[config.mk]
export PLATFORM = sky130hd
export DESIGN_NAME = peer_timestamp_replay_check_core
export DESIGN_NICKNAME = d
export VERILOG_FILES = /design/src/rtl/ptrc_pkg.sv /design/src/rtl/ptrc_ram.sv /design/src/rtl/ptrc_alu.sv /design/src/rtl/peer_timestamp_replay_check_core.sv
export SDC_FILE = /design/constraint.sdc
export NUM_CORES = 2
export LEC_CHECK = 0
export BUFFER_PORTS_ARGS = -buffer_cell sky130_fd_sc_hd__buf_4
export CAP_MARGIN = 20
export CORE_MARGIN = 2
export CORE_UTILIZATION = 59
export CTS_CLUSTER_DIAMETER = 120
export DETAILED_ROUTE_END_ITERATION = 10
export HOLD_SLACK_MARGIN = 0.08
export PLACE_DENSITY = 0.73
export SYNTH_ARGS = -nofsm -noshare
export SYNTH_HDL_FRONTEND = slang
export SYNTH_SLANG_ARGS = --single-unit
[constraint.sdc]
create_clock -name clock -period 23.4 [get_ports clock]
set_clock_uncertainty 0.05 [all_clocks]
set_input_delay 4.68 -clock clock [delete_from_list [all_inputs] [get_ports clock]]
set_output_delay 4.68 -clock clock [all_outputs]
set_load 0.05 [all_outputs]
[src/rtl/ptrc_pkg.sv]
// shared types, constants and codes for the peer timestamp replay check
`timescale 1ns / 1ps

package ptrc_pkg;

   // default peer table depth
   localparam int PTRC_PEERS = 16;

   // field widths
   localparam int CMD_W     = 2;
   localparam int ADDR_W    = 32;
   localparam int PORT_W    = 16;
   localparam int STAMP_W   = 32;
   localparam int CNT_W     = 4;
   localparam int WIN_W     = 16;
   localparam int STATUS_W  = 2;
   localparam int CSR_AW    = 3;
   localparam int CSR_DW    = 32;

   // commands
   localparam logic [CMD_W-1:0] CMD_INIT  = 2'd0;
   localparam logic [CMD_W-1:0] CMD_NEXT  = 2'd1;
   localparam logic [CMD_W-1:0] CMD_CHECK = 2'd2;

   // result status codes
   localparam logic [STATUS_W-1:0] STATUS_OK       = 2'd0;
   localparam logic [STATUS_W-1:0] STATUS_NO_PEER  = 2'd1;
   localparam logic [STATUS_W-1:0] STATUS_FULL     = 2'd2;

   // register select on paddr bit 2
   localparam logic CSR_SEL_MAX_OOO = 1'b0;
   localparam logic CSR_SEL_WINDOW  = 1'b1;

   // register reset values
   localparam logic [CNT_W-1:0] MAX_OOO_RESET = 4'd4;
   localparam logic [WIN_W-1:0] WINDOW_RESET  = 16'd60;

   // stale counter saturation
   localparam logic [CNT_W-1:0] CNT_SAT = 4'hF;

   // shared subtractor width: holds a 48 bit key difference with sign
   localparam int ALU_W = ADDR_W + PORT_W + 1;

   // tick difference / 1000 as multiply by ceil(2^38 / 1000) then shift by 38
   localparam int                 DIV_MAGIC_W = 29;
   localparam logic [DIV_MAGIC_W-1:0] DIV_MAGIC = 29'd274877907;
   localparam int                 DIV_SHIFT   = 38;
   localparam int                 PROD_W      = STAMP_W + DIV_MAGIC_W;
   localparam int                 ELAPSED_W   = PROD_W - DIV_SHIFT;

   // one peer table entry
   typedef struct packed {
      logic [ADDR_W-1:0]  addr;
      logic [PORT_W-1:0]  port;
      logic [STAMP_W-1:0] last_rx;
      logic [STAMP_W-1:0] next_tx;
      logic [CNT_W-1:0]   stale;
   } entry_type;

   // shared subtractor result
   typedef struct packed {
      logic [ALU_W-1:0] diff;
      logic             neg;
      logic             zero;
   } alu_res_type;

endpackage

[src/rtl/ptrc_ram.sv]
// generic single port write, registered read ram
`timescale 1ns / 1ps

module ptrc_ram #(
   parameter int WIDTH = 8,
   parameter int DEPTH = 16
) (
   input  logic                                   clock,
   input  logic                                   wr_en,
   input  logic [(DEPTH > 1 ? $clog2(DEPTH) : 1)-1:0] wr_addr,
   input  logic [WIDTH-1:0]                       wr_data,
   input  logic                                   rd_en,
   input  logic [(DEPTH > 1 ? $clog2(DEPTH) : 1)-1:0] rd_addr,
   output logic [WIDTH-1:0]                       rd_data
);

   logic [WIDTH-1:0] mem_ff [DEPTH];
   logic [WIDTH-1:0] rd_data_ff;

   always_ff @(posedge clock) begin
      if (wr_en) begin
         mem_ff[wr_addr] <= wr_data;
      end
      if (rd_en) begin
         rd_data_ff <= mem_ff[rd_addr];
      end
   end

   assign rd_data = rd_data_ff;

endmodule

[src/rtl/ptrc_alu.sv]
// shared subtractor with sign and zero flags
`timescale 1ns / 1ps

module ptrc_alu
   import ptrc_pkg::*;
(
   input  logic [ALU_W-1:0] op_a,
   input  logic [ALU_W-1:0] op_b,
   output alu_res_type      res
);

   logic [ALU_W-1:0] diff;

   // two's complement difference, operands fit in ALU_W-1 bits
   assign diff     = op_a - op_b;
   assign res.diff = diff;
   assign res.neg  = diff[ALU_W-1];
   assign res.zero = (diff == '0);

endmodule

[src/rtl/peer_timestamp_replay_check_core.sv]
// peer timestamp replay check: peer table, sequencer and shared subtractor
`timescale 1ns / 1ps
//
//  channel   direction  handshake                       payload
//  req_      in         req_valid / req_stall           cmd, peer key, stamps, ticks
//  rsp_      out        rsp_valid / rsp_stall           accepted, send_stamp,
//                                                       stale_count, status
//  csr_      in/out     apb style psel/penable/pready   max_out_of_order, window
//
//  one item at a time: req_stall is high from the transfer until the result is
//  loaded into the output register; the next transfer can follow in the next cycle
//  transfer to result: linear peer search (ends early on a hit), execute, then
//  the limit check for a stale stamp or tick/mul/sub/sub/abs/cmp for the utc window
//  synchronous active high reset clears valid bits and state, presets the registers
//  a stalled result holds the sequencer in its final state, nothing is lost

module peer_timestamp_replay_check_core
   import ptrc_pkg::*;
#(
   parameter int PEERS = PTRC_PEERS
) (
   input  logic                clock,
   input  logic                reset,
   // request channel
   input  logic                req_valid,
   output logic                req_stall,
   input  logic [CMD_W-1:0]    req_cmd,
   input  logic [ADDR_W-1:0]   req_peer_addr,
   input  logic [PORT_W-1:0]   req_peer_port,
   input  logic [STAMP_W-1:0]  req_stamp_value,
   input  logic                req_check_enable,
   input  logic                req_version_one,
   input  logic [STAMP_W-1:0]  req_ref_utc,
   input  logic [STAMP_W-1:0]  req_ref_tick,
   input  logic [STAMP_W-1:0]  req_now_tick,
   // response channel
   output logic                rsp_valid,
   input  logic                rsp_stall,
   output logic                rsp_accepted,
   output logic [STAMP_W-1:0]  rsp_send_stamp,
   output logic [CNT_W-1:0]    rsp_stale_count,
   output logic [STATUS_W-1:0] rsp_status,
   // register port
   input  logic                csr_psel,
   input  logic                csr_penable,
   input  logic                csr_pwrite,
   input  logic [CSR_AW-1:0]   csr_paddr,
   input  logic [CSR_DW-1:0]   csr_pwdata,
   output logic [CSR_DW-1:0]   csr_prdata,
   output logic                csr_pready
);

   localparam int IDX_W = (PEERS > 1) ? $clog2(PEERS) : 1;
   localparam int CNT_SCAN_W = $clog2(PEERS + 1);
   localparam logic [IDX_W-1:0]      LAST_IDX   = IDX_W'(PEERS - 1);
   localparam logic [CNT_SCAN_W-1:0] SCAN_END   = CNT_SCAN_W'(PEERS);

   // sequencer states
   localparam logic [3:0] S_IDLE  = 4'd0;
   localparam logic [3:0] S_SCAN  = 4'd1;
   localparam logic [3:0] S_EXEC  = 4'd2;
   localparam logic [3:0] S_STALE = 4'd3;
   localparam logic [3:0] S_VTICK = 4'd4;
   localparam logic [3:0] S_VMUL  = 4'd5;
   localparam logic [3:0] S_VSUB1 = 4'd6;
   localparam logic [3:0] S_VSUB2 = 4'd7;
   localparam logic [3:0] S_VABS  = 4'd8;
   localparam logic [3:0] S_VCMP  = 4'd9;
   localparam logic [3:0] S_DONE  = 4'd10;

   // control state
   logic [3:0]            state_ff, state_in;
   logic [PEERS-1:0]      valid_ff, valid_in;
   logic                  rd_pend_ff, rd_pend_in;
   logic                  found_ff, found_in;
   logic                  free_ok_ff, free_ok_in;
   logic                  rsp_valid_ff, rsp_valid_in;
   logic [CNT_W-1:0]      max_ooo_ff, max_ooo_in;
   logic [WIN_W-1:0]      win_ff, win_in;

   // item payload and working registers
   logic [CMD_W-1:0]      cmd_ff, cmd_in;
   logic [ADDR_W-1:0]     addr_ff, addr_in;
   logic [PORT_W-1:0]     port_ff, port_in;
   logic [STAMP_W-1:0]    stamp_ff, stamp_in;
   logic                  en_ff, en_in;
   logic                  v1_ff, v1_in;
   logic [STAMP_W-1:0]    utc_ff, utc_in;
   logic [STAMP_W-1:0]    rtick_ff, rtick_in;
   logic [STAMP_W-1:0]    ntick_ff, ntick_in;
   logic [CNT_SCAN_W-1:0] scan_ff, scan_in;
   logic [IDX_W-1:0]      cmp_idx_ff, cmp_idx_in;
   logic [IDX_W-1:0]      fidx_ff, fidx_in;
   logic [IDX_W-1:0]      free_idx_ff, free_idx_in;
   entry_type             ent_ff, ent_in;
   logic [ALU_W-1:0]      tmp_ff, tmp_in;
   logic [PROD_W-1:0]     prod_ff, prod_in;

   // result being built, then the output register
   logic                  res_acc_ff, res_acc_in;
   logic [STAMP_W-1:0]    res_send_ff, res_send_in;
   logic [CNT_W-1:0]      res_stale_ff, res_stale_in;
   logic [STATUS_W-1:0]   res_status_ff, res_status_in;
   logic                  rsp_acc_ff, rsp_acc_in;
   logic [STAMP_W-1:0]    rsp_send_ff, rsp_send_in;
   logic [CNT_W-1:0]      rsp_stale_ff, rsp_stale_in;
   logic [STATUS_W-1:0]   rsp_status_ff, rsp_status_in;

   // ram and subtractor hookup
   logic                  ram_wr_en;
   logic [IDX_W-1:0]      ram_wr_addr;
   entry_type             ram_wr_data;
   logic                  ram_rd_en;
   logic [IDX_W-1:0]      ram_rd_addr;
   entry_type             ram_rd_data;
   logic [ALU_W-1:0]      alu_a, alu_b;
   alu_res_type           alu_res;

   logic                  req_xfer;
   logic                  csr_wr;
   logic                  rsp_free;
   logic [ELAPSED_W-1:0]  elapsed;
   logic [CNT_W-1:0]      stale_bump;

   assign req_stall = (state_ff != S_IDLE);
   assign req_xfer  = req_valid && !req_stall;
   assign csr_wr    = csr_psel && csr_penable && csr_pwrite && csr_pready;
   assign rsp_free  = !rsp_valid_ff || !rsp_stall;

   // elapsed seconds from the registered reciprocal product
   assign elapsed    = prod_ff[DIV_SHIFT +: ELAPSED_W];
   // saturating stale increment
   assign stale_bump = (ent_ff.stale == CNT_SAT) ? ent_ff.stale : ent_ff.stale + 1'b1;

   ptrc_ram #(
      .WIDTH($bits(entry_type)),
      .DEPTH(PEERS)
   ) u_peer_ram (
      .clock   (clock),
      .wr_en   (ram_wr_en),
      .wr_addr (ram_wr_addr),
      .wr_data (ram_wr_data),
      .rd_en   (ram_rd_en),
      .rd_addr (ram_rd_addr),
      .rd_data (ram_rd_data)
   );

   ptrc_alu u_alu (
      .op_a (alu_a),
      .op_b (alu_b),
      .res  (alu_res)
   );

   // operand selection for the shared subtractor
   always_comb begin
      alu_a = '0;
      alu_b = '0;
      case (state_ff)
         S_SCAN: begin
            // key match: zero difference
            alu_a = ALU_W'({addr_ff, port_ff});
            alu_b = ALU_W'({ram_rd_data.addr, ram_rd_data.port});
         end
         S_EXEC: begin
            if (cmd_ff == CMD_NEXT) begin
               // minus minus one gives the increment
               alu_a = ALU_W'(ent_ff.next_tx);
               alu_b = '1;
            end else begin
               // ordering: negative means the stamp is newer
               alu_a = ALU_W'(ent_ff.last_rx);
               alu_b = ALU_W'(stamp_ff);
            end
         end
         S_STALE: begin
            alu_a = ALU_W'(max_ooo_ff);
            alu_b = ALU_W'(ent_ff.stale);
         end
         S_VTICK: begin
            alu_a = ALU_W'(ntick_ff);
            alu_b = ALU_W'(rtick_ff);
         end
         S_VSUB1: begin
            alu_a = ALU_W'(stamp_ff);
            alu_b = ALU_W'(utc_ff);
         end
         S_VSUB2: begin
            alu_a = tmp_ff;
            alu_b = ALU_W'(elapsed);
         end
         S_VABS: begin
            alu_a = '0;
            alu_b = tmp_ff;
         end
         S_VCMP: begin
            alu_a = ALU_W'(win_ff);
            alu_b = tmp_ff;
         end
         default: begin
            alu_a = '0;
            alu_b = '0;
         end
      endcase
   end

   // sequencer
   always_comb begin
      state_in      = state_ff;
      valid_in      = valid_ff;
      rd_pend_in    = rd_pend_ff;
      found_in      = found_ff;
      free_ok_in    = free_ok_ff;
      rsp_valid_in  = rsp_valid_ff;
      max_ooo_in    = max_ooo_ff;
      win_in        = win_ff;

      cmd_in        = cmd_ff;
      addr_in       = addr_ff;
      port_in       = port_ff;
      stamp_in      = stamp_ff;
      en_in         = en_ff;
      v1_in         = v1_ff;
      utc_in        = utc_ff;
      rtick_in      = rtick_ff;
      ntick_in      = ntick_ff;
      scan_in       = scan_ff;
      cmp_idx_in    = cmp_idx_ff;
      fidx_in       = fidx_ff;
      free_idx_in   = free_idx_ff;
      ent_in        = ent_ff;
      tmp_in        = tmp_ff;
      prod_in       = prod_ff;

      res_acc_in    = res_acc_ff;
      res_send_in   = res_send_ff;
      res_stale_in  = res_stale_ff;
      res_status_in = res_status_ff;
      rsp_acc_in    = rsp_acc_ff;
      rsp_send_in   = rsp_send_ff;
      rsp_stale_in  = rsp_stale_ff;
      rsp_status_in = rsp_status_ff;

      ram_wr_en     = 1'b0;
      ram_wr_addr   = fidx_ff;
      ram_wr_data   = ent_ff;
      ram_rd_en     = 1'b0;
      ram_rd_addr   = scan_ff[IDX_W-1:0];

      // register writes, byte offset bits ignored
      if (csr_wr) begin
         if (csr_paddr[2] == CSR_SEL_MAX_OOO) begin
            max_ooo_in = csr_pwdata[CNT_W-1:0];
         end else begin
            win_in = csr_pwdata[WIN_W-1:0];
         end
      end

      // output register drains on its transfer
      if (rsp_valid_ff && !rsp_stall) begin
         rsp_valid_in = 1'b0;
      end

      case (state_ff)
         S_IDLE: begin
            if (req_xfer) begin
               cmd_in        = req_cmd;
               addr_in       = req_peer_addr;
               port_in       = req_peer_port;
               stamp_in      = req_stamp_value;
               en_in         = req_check_enable;
               v1_in         = req_version_one;
               utc_in        = req_ref_utc;
               rtick_in      = req_ref_tick;
               ntick_in      = req_now_tick;
               scan_in       = '0;
               rd_pend_in    = 1'b0;
               found_in      = 1'b0;
               free_ok_in    = 1'b0;
               res_acc_in    = 1'b0;
               res_send_in   = '0;
               res_stale_in  = '0;
               res_status_in = STATUS_OK;
               // unused command: no lookup, all zero result
               if (req_cmd == CMD_INIT || req_cmd == CMD_NEXT || req_cmd == CMD_CHECK) begin
                  state_in = S_SCAN;
               end else begin
                  state_in = S_DONE;
               end
            end
         end
         S_SCAN: begin
            // issue the next read while comparing the previous one
            if (scan_ff != SCAN_END) begin
               ram_rd_en  = 1'b1;
               scan_in    = scan_ff + 1'b1;
               rd_pend_in = 1'b1;
               cmp_idx_in = scan_ff[IDX_W-1:0];
            end else begin
               rd_pend_in = 1'b0;
            end
            if (rd_pend_ff) begin
               if (valid_ff[cmp_idx_ff] && alu_res.zero) begin
                  found_in   = 1'b1;
                  fidx_in    = cmp_idx_ff;
                  ent_in     = ram_rd_data;
                  rd_pend_in = 1'b0;
                  state_in   = S_EXEC;
               end else begin
                  // lowest free slot for an insert
                  if (!valid_ff[cmp_idx_ff] && !free_ok_ff) begin
                     free_ok_in  = 1'b1;
                     free_idx_in = cmp_idx_ff;
                  end
                  if (cmp_idx_ff == LAST_IDX) begin
                     rd_pend_in = 1'b0;
                     state_in   = S_EXEC;
                  end
               end
            end
         end
         S_EXEC: begin
            state_in     = S_DONE;
            res_stale_in = found_ff ? ent_ff.stale : '0;
            case (cmd_ff)
               CMD_INIT: begin
                  if (found_ff) begin
                     ram_wr_en           = 1'b1;
                     ram_wr_addr         = fidx_ff;
                     ram_wr_data.next_tx = stamp_ff;
                  end else if (free_ok_ff) begin
                     ram_wr_en             = 1'b1;
                     ram_wr_addr           = free_idx_ff;
                     ram_wr_data.addr      = addr_ff;
                     ram_wr_data.port      = port_ff;
                     ram_wr_data.last_rx   = '0;
                     ram_wr_data.next_tx   = stamp_ff;
                     ram_wr_data.stale     = '0;
                     valid_in[free_idx_ff] = 1'b1;
                  end else begin
                     res_status_in = STATUS_FULL;
                  end
               end
               CMD_NEXT: begin
                  if (found_ff) begin
                     ram_wr_en           = 1'b1;
                     ram_wr_addr         = fidx_ff;
                     ram_wr_data.next_tx = alu_res.diff[STAMP_W-1:0];
                     res_send_in         = alu_res.diff[STAMP_W-1:0];
                  end else begin
                     res_status_in = STATUS_NO_PEER;
                  end
               end
               CMD_CHECK: begin
                  if (!en_ff) begin
                     res_acc_in = 1'b1;
                  end else if (v1_ff) begin
                     state_in = S_VTICK;
                  end else if (!found_ff) begin
                     res_status_in = STATUS_NO_PEER;
                  end else if (!alu_res.neg) begin
                     // stamp not newer than the last one
                     state_in = S_STALE;
                  end else begin
                     ram_wr_en           = 1'b1;
                     ram_wr_addr         = fidx_ff;
                     ram_wr_data.last_rx = stamp_ff;
                     ram_wr_data.stale   = '0;
                     res_acc_in          = 1'b1;
                     res_stale_in        = '0;
                  end
               end
               default: begin
                  res_stale_in = '0;
               end
            endcase
         end
         S_STALE: begin
            state_in = S_DONE;
            // tolerated while count is within the limit
            if (!alu_res.neg) begin
               ram_wr_en         = 1'b1;
               ram_wr_addr       = fidx_ff;
               ram_wr_data.stale = stale_bump;
               res_acc_in        = 1'b1;
               res_stale_in      = stale_bump;
            end
         end
         S_VTICK: begin
            // tick difference wraps at 32 bits
            tmp_in   = ALU_W'(alu_res.diff[STAMP_W-1:0]);
            state_in = S_VMUL;
         end
         S_VMUL: begin
            prod_in  = PROD_W'(tmp_ff[STAMP_W-1:0]) * PROD_W'(DIV_MAGIC);
            state_in = S_VSUB1;
         end
         S_VSUB1: begin
            tmp_in   = alu_res.diff;
            state_in = S_VSUB2;
         end
         S_VSUB2: begin
            tmp_in   = alu_res.diff;
            state_in = S_VABS;
         end
         S_VABS: begin
            // magnitude of the skew
            tmp_in   = tmp_ff[ALU_W-1] ? alu_res.diff : tmp_ff;
            state_in = S_VCMP;
         end
         S_VCMP: begin
            res_acc_in = !alu_res.neg;
            state_in   = S_DONE;
         end
         S_DONE: begin
            if (rsp_free) begin
               rsp_valid_in  = 1'b1;
               rsp_acc_in    = res_acc_ff;
               rsp_send_in   = res_send_ff;
               rsp_stale_in  = res_stale_ff;
               rsp_status_in = res_status_ff;
               state_in      = S_IDLE;
            end
         end
         default: begin
            state_in = S_IDLE;
         end
      endcase
   end

   // control registers
   always_ff @(posedge clock) begin
      if (reset) begin
         state_ff     <= S_IDLE;
         valid_ff     <= '0;
         rd_pend_ff   <= 1'b0;
         found_ff     <= 1'b0;
         free_ok_ff   <= 1'b0;
         rsp_valid_ff <= 1'b0;
         max_ooo_ff   <= MAX_OOO_RESET;
         win_ff       <= WINDOW_RESET;
      end else begin
         state_ff     <= state_in;
         valid_ff     <= valid_in;
         rd_pend_ff   <= rd_pend_in;
         found_ff     <= found_in;
         free_ok_ff   <= free_ok_in;
         rsp_valid_ff <= rsp_valid_in;
         max_ooo_ff   <= max_ooo_in;
         win_ff       <= win_in;
      end
   end

   // payload and working registers
   always_ff @(posedge clock) begin
      cmd_ff        <= cmd_in;
      addr_ff       <= addr_in;
      port_ff       <= port_in;
      stamp_ff      <= stamp_in;
      en_ff         <= en_in;
      v1_ff         <= v1_in;
      utc_ff        <= utc_in;
      rtick_ff      <= rtick_in;
      ntick_ff      <= ntick_in;
      scan_ff       <= scan_in;
      cmp_idx_ff    <= cmp_idx_in;
      fidx_ff       <= fidx_in;
      free_idx_ff   <= free_idx_in;
      ent_ff        <= ent_in;
      tmp_ff        <= tmp_in;
      prod_ff       <= prod_in;
      res_acc_ff    <= res_acc_in;
      res_send_ff   <= res_send_in;
      res_stale_ff  <= res_stale_in;
      res_status_ff <= res_status_in;
      rsp_acc_ff    <= rsp_acc_in;
      rsp_send_ff   <= rsp_send_in;
      rsp_stale_ff  <= rsp_stale_in;
      rsp_status_ff <= rsp_status_in;
   end

   // register read back
   assign csr_prdata = (csr_paddr[2] == CSR_SEL_MAX_OOO) ? CSR_DW'(max_ooo_ff) : CSR_DW'(win_ff);
   assign csr_pready = 1'b1;

   assign rsp_valid       = rsp_valid_ff;
   assign rsp_accepted    = rsp_acc_ff;
   assign rsp_send_stamp  = rsp_send_ff;
   assign rsp_stale_count = rsp_stale_ff;
   assign rsp_status      = rsp_status_ff;

endmodule

==> reports/qor.csv <==
stage;metric;value;unit
global_routing;grt_util_all_layers;33.4;%
logic_synthesis;synth-edff-count;2435;
worst_setup_path;startpoint_type;flip-flop;
flow_run;drv_cap;0;
clocking;cts_max_path_buffers;3;
sta;hold_viol;0;
clocking;cts_setup_buffers;0;
logic_synthesis;synth_warnings;0;
logic_synthesis;synth_cells;6338;
logic_synthesis;synth_ff_type;edfxtp_1;
die;initial_core_util;59.5;%
placement;preCtsSetupSlack;13100;ps
sta;drv_slew;0;
die;die_h;440;µm
clocking;h-tree-depth;4;
routing;vias_per_cell;6.62;
global_routing;grt_overflow;0;
global_routing;grt_max_degree;137;
logic_synthesis;avgSynthCellArea;17.7;µm²
routing;wl_per_cell;33.7;µm
finish;num-fill-cells;12395;
finish;syn_to_final_growth;12.3;%
logic_synthesis;synthTopCellsByArea;edfxtp_1 (65%), mux4_2 (12%), fa_1 (5.3%);
logic_synthesis;ys_seq_area_share;66.1;%
die;io_pins;296;
sta;finalCriticalPeriod;10710;ps
logic_synthesis;yosysTopAreaCellShare;65.3;%
logic_synthesis;post-synth-top-area-cell;edfxtp_1;
finish;drive_gt1_share;21.5;%
sta;finalSetupViolCount;0;
clocking;clock_sinks;2479;
worst_setup_path;cp.required;23810;ps
worst_setup_path;arrival;11120;ps
logic_synthesis;ys_ff_latch;2479;
routing;drt_iter0_drc;8850;
global_routing;grt_pass1_vias;62857;
worst_setup_path;cp-end-kind;flip-flop;
logic_synthesis;synth_area;112000;µm²
clocking;hold_buffers;0;
routing;vias;62595;
die;core.rowCount;159;
sta;fin_crit_sh;45.8;%
clocking;clk_pin_slew;60;ps
sta;setup_tns;0;ps
routing;drc;0;
finish;nets;7700;
placement;gp_congestion;0.983;
routing;wl;318000;µm
logic_synthesis;synthDistinctLibCells;78;
clocking;cts_resized;0;
die;core-area;188000;µm²
die;die_w;440;µm
clocking;clockRootBuffer;clkbuf_16;
routing;drtAntennaViolNets;0;
sta;fmax;0.0933;GHz
global_routing;grt_antenna_before_repair;17;
placement;io_buffers;260;
run_status;status;finished, final reports clean;
sta;finalWorstSetupSlack;12690;ps
die;dieArea;193000;µm²
clocking;cts_tree;yes;
sta;rsz0062_at_grt;no;
worst_setup_path;crit_fanout;51;
placement;dp_hpwl;197000;µm
sta;tightest_slew;1150;ps
sta;max_slew_margin;23.3;%
hold_path;hold_path.class;flip-flop to flip-flop;
global_routing;grt_first_pass_wirelength;451000;µm
clocking;cts_made_buffers;234;
logic_synthesis;async_flop_share;0;%
routing;first_pass_iters;9;
worst_setup_path;path_class;flip-flop to flip-flop;
clocking;clk_latency;950;ps
## final timing paths
path                                               startpoint                             endpoint  slack [ps]  cells after the start
worst min-delay path            res_send_ff[29]$_SDFFCE_PP0P_         rsp_send_stamp[29]$_DFFE_PP_         330                      0
worst max-delay path                      cmd_ff[1]$_DFFE_PP_  u_peer_ram.mem_ff[15][95]$_DFFE_PP_       12690                     22
worst max register to register            cmd_ff[1]$_DFFE_PP_  u_peer_ram.mem_ff[15][95]$_DFFE_PP_       12690                     22
worst min register to register  res_send_ff[29]$_SDFFCE_PP0P_         rsp_send_stamp[29]$_DFFE_PP_         330                      0
## cells by family after synthesis
logic type / after synthesis / synth area share (%)
other: 2 / 0.00671
DFF: 2479 / 66.1
xor gates and xnor gates: 70 / 0.548
and+or+nand+nor: 809 / 3.21
muxes: 670 / 12.6
AOI/OAI and AO/OA: 715 / 4.31
buffers and inverters: 851 / 2.91
adders and majority gates: 742 / 10.3
## through the flow
stage / utilization, % / cell area, µm² / instances / hold slack (ps)
after floorplan: - / 112000 / 6353 / 350
after CTS: 66.7 / 125000 / 9426 / 326
after detailed placement: 62.4 / 118000 / 8987 / 355
after global routing: 66.7 / 126000 / 9435 / 344
after global placement: 62.4 / 118000 / 8986 / 352
final: 66.8 / 126000 / 9449 / 331
## cell usage in the layout (no fill, tap or decap), types with 19 or more instances in the layout
cell type	n
nor2_1	184
a222oi_1	30
mux2_2	47
xnor2_1	40
ha_1	441
nand3_1	40
a22o_1	54
xor2_1	30
clkinv_2	47
o21ai_0	175
a22oi_1	69
a221o_1	20
mux2i_1	38
inv_1	552
clkbuf_1	31
nand4_1	36
a21o_1	39
a31oi_1	21
edfxtp_1	2435
buf_4	431
and2_1	19
nor3_1	27
nand2_1	381
a221oi_1	44
dfxtp_1	43
clkbuf_16	235
nor3_2	21
bufinv_16	31
mux4_2	585
fa_1	299
clkinv_1	50
a21oi_1	154
clkinvlp_4	22
## synth_stat cells, types with 5 or more instances
cell and n:
edfxtp_1 2435, mux4_2 585, inv_1 554, ha_1 443, nand2_1 383, fa_1 299
clkbuf_1 224, nor2_1 190, o21ai_0 180, a21oi_1 156, a22oi_1 69, a22o_1 54
buf_1 53, mux2_2 47, nor3_1 47, a221oi_1 44, dfxtp_1 44, nand3_1 40
xnor2_1 40, a21o_1 39, mux2i_1 38, nand4_1 36, a222oi_1 30, xor2_1 30
a31oi_1 21, a221o_1 20, and2_1 20, buf_4 17, o21bai_1 16, o21a_1 15
nor2b_1 14, and3_1 13, nand2b_1 12, or3_1 8, and4_1 7, nor4_1 7
o211ai_1 7, o31ai_1 7, or2_2 7, o22ai_1 6, a211o_1 5, nand3b_1 5
## layout make-up
class	count	area (µm²)	share of cell area, %
diodes	15	37.5	0.0299
well taps	2495	3120	2.48
flip-flops and latches	2479	74000	58.9
inverters	554	2090	1.67
repair buffers	444	3480	2.77
clock inverters	174	2000	1.59
multi-input cells	3023	34900	27.8
clock buffers	265	5970	4.75
## registers in the layout, summed over array words and instances (netlist names), 32 cells and up
name and flops:
addr_ff 32, ent_ff 116, ntick_ff 32, res_send_ff 32
rsp_send_stamp 32, rtick_ff 32, stamp_ff 32, tmp_ff 49
u_peer_ram.mem_ff 1856, u_peer_ram.rd_data 116, utc_ff 32
## layer usage
metal | global-route usage, % | vias up | share of wire (%) | routed length, µm
met3 | 6.03 | 791 | 9.7 | 30900
met1 | 43.4 | 32373 | 35 | 111000
met2 | 53.7 | 3965 | 48 | 154000
met4 | 19.0 | 6 | 7.0 | 22300
li1 | - | 25460 | - | -
met5 | 0 | - | 0.014 | 43
## critical path, cell delays in order (launching register included)
cell,delay [ps]
edfxtp_1,420
inv_1,140
ha_4,670
buf_4,740
mux2i_1,520
o21ai_0,150
a221o_1,290
ha_1,380
a21oi_1,250
o21ai_0,240
a221o_1,440
o21ai_0,680
nand3_1,330
a221oi_2,500
xor2_1,170
buf_4,210
nor2_1,320
a21oi_2,100
buf_4,240
nor3_2,740
buf_4,710
buf_4,770
buf_4,840
Power is left out: the tool's default activity adds up to more than one toggle a clock period on the data nets, which glitch-free logic cannot reach.
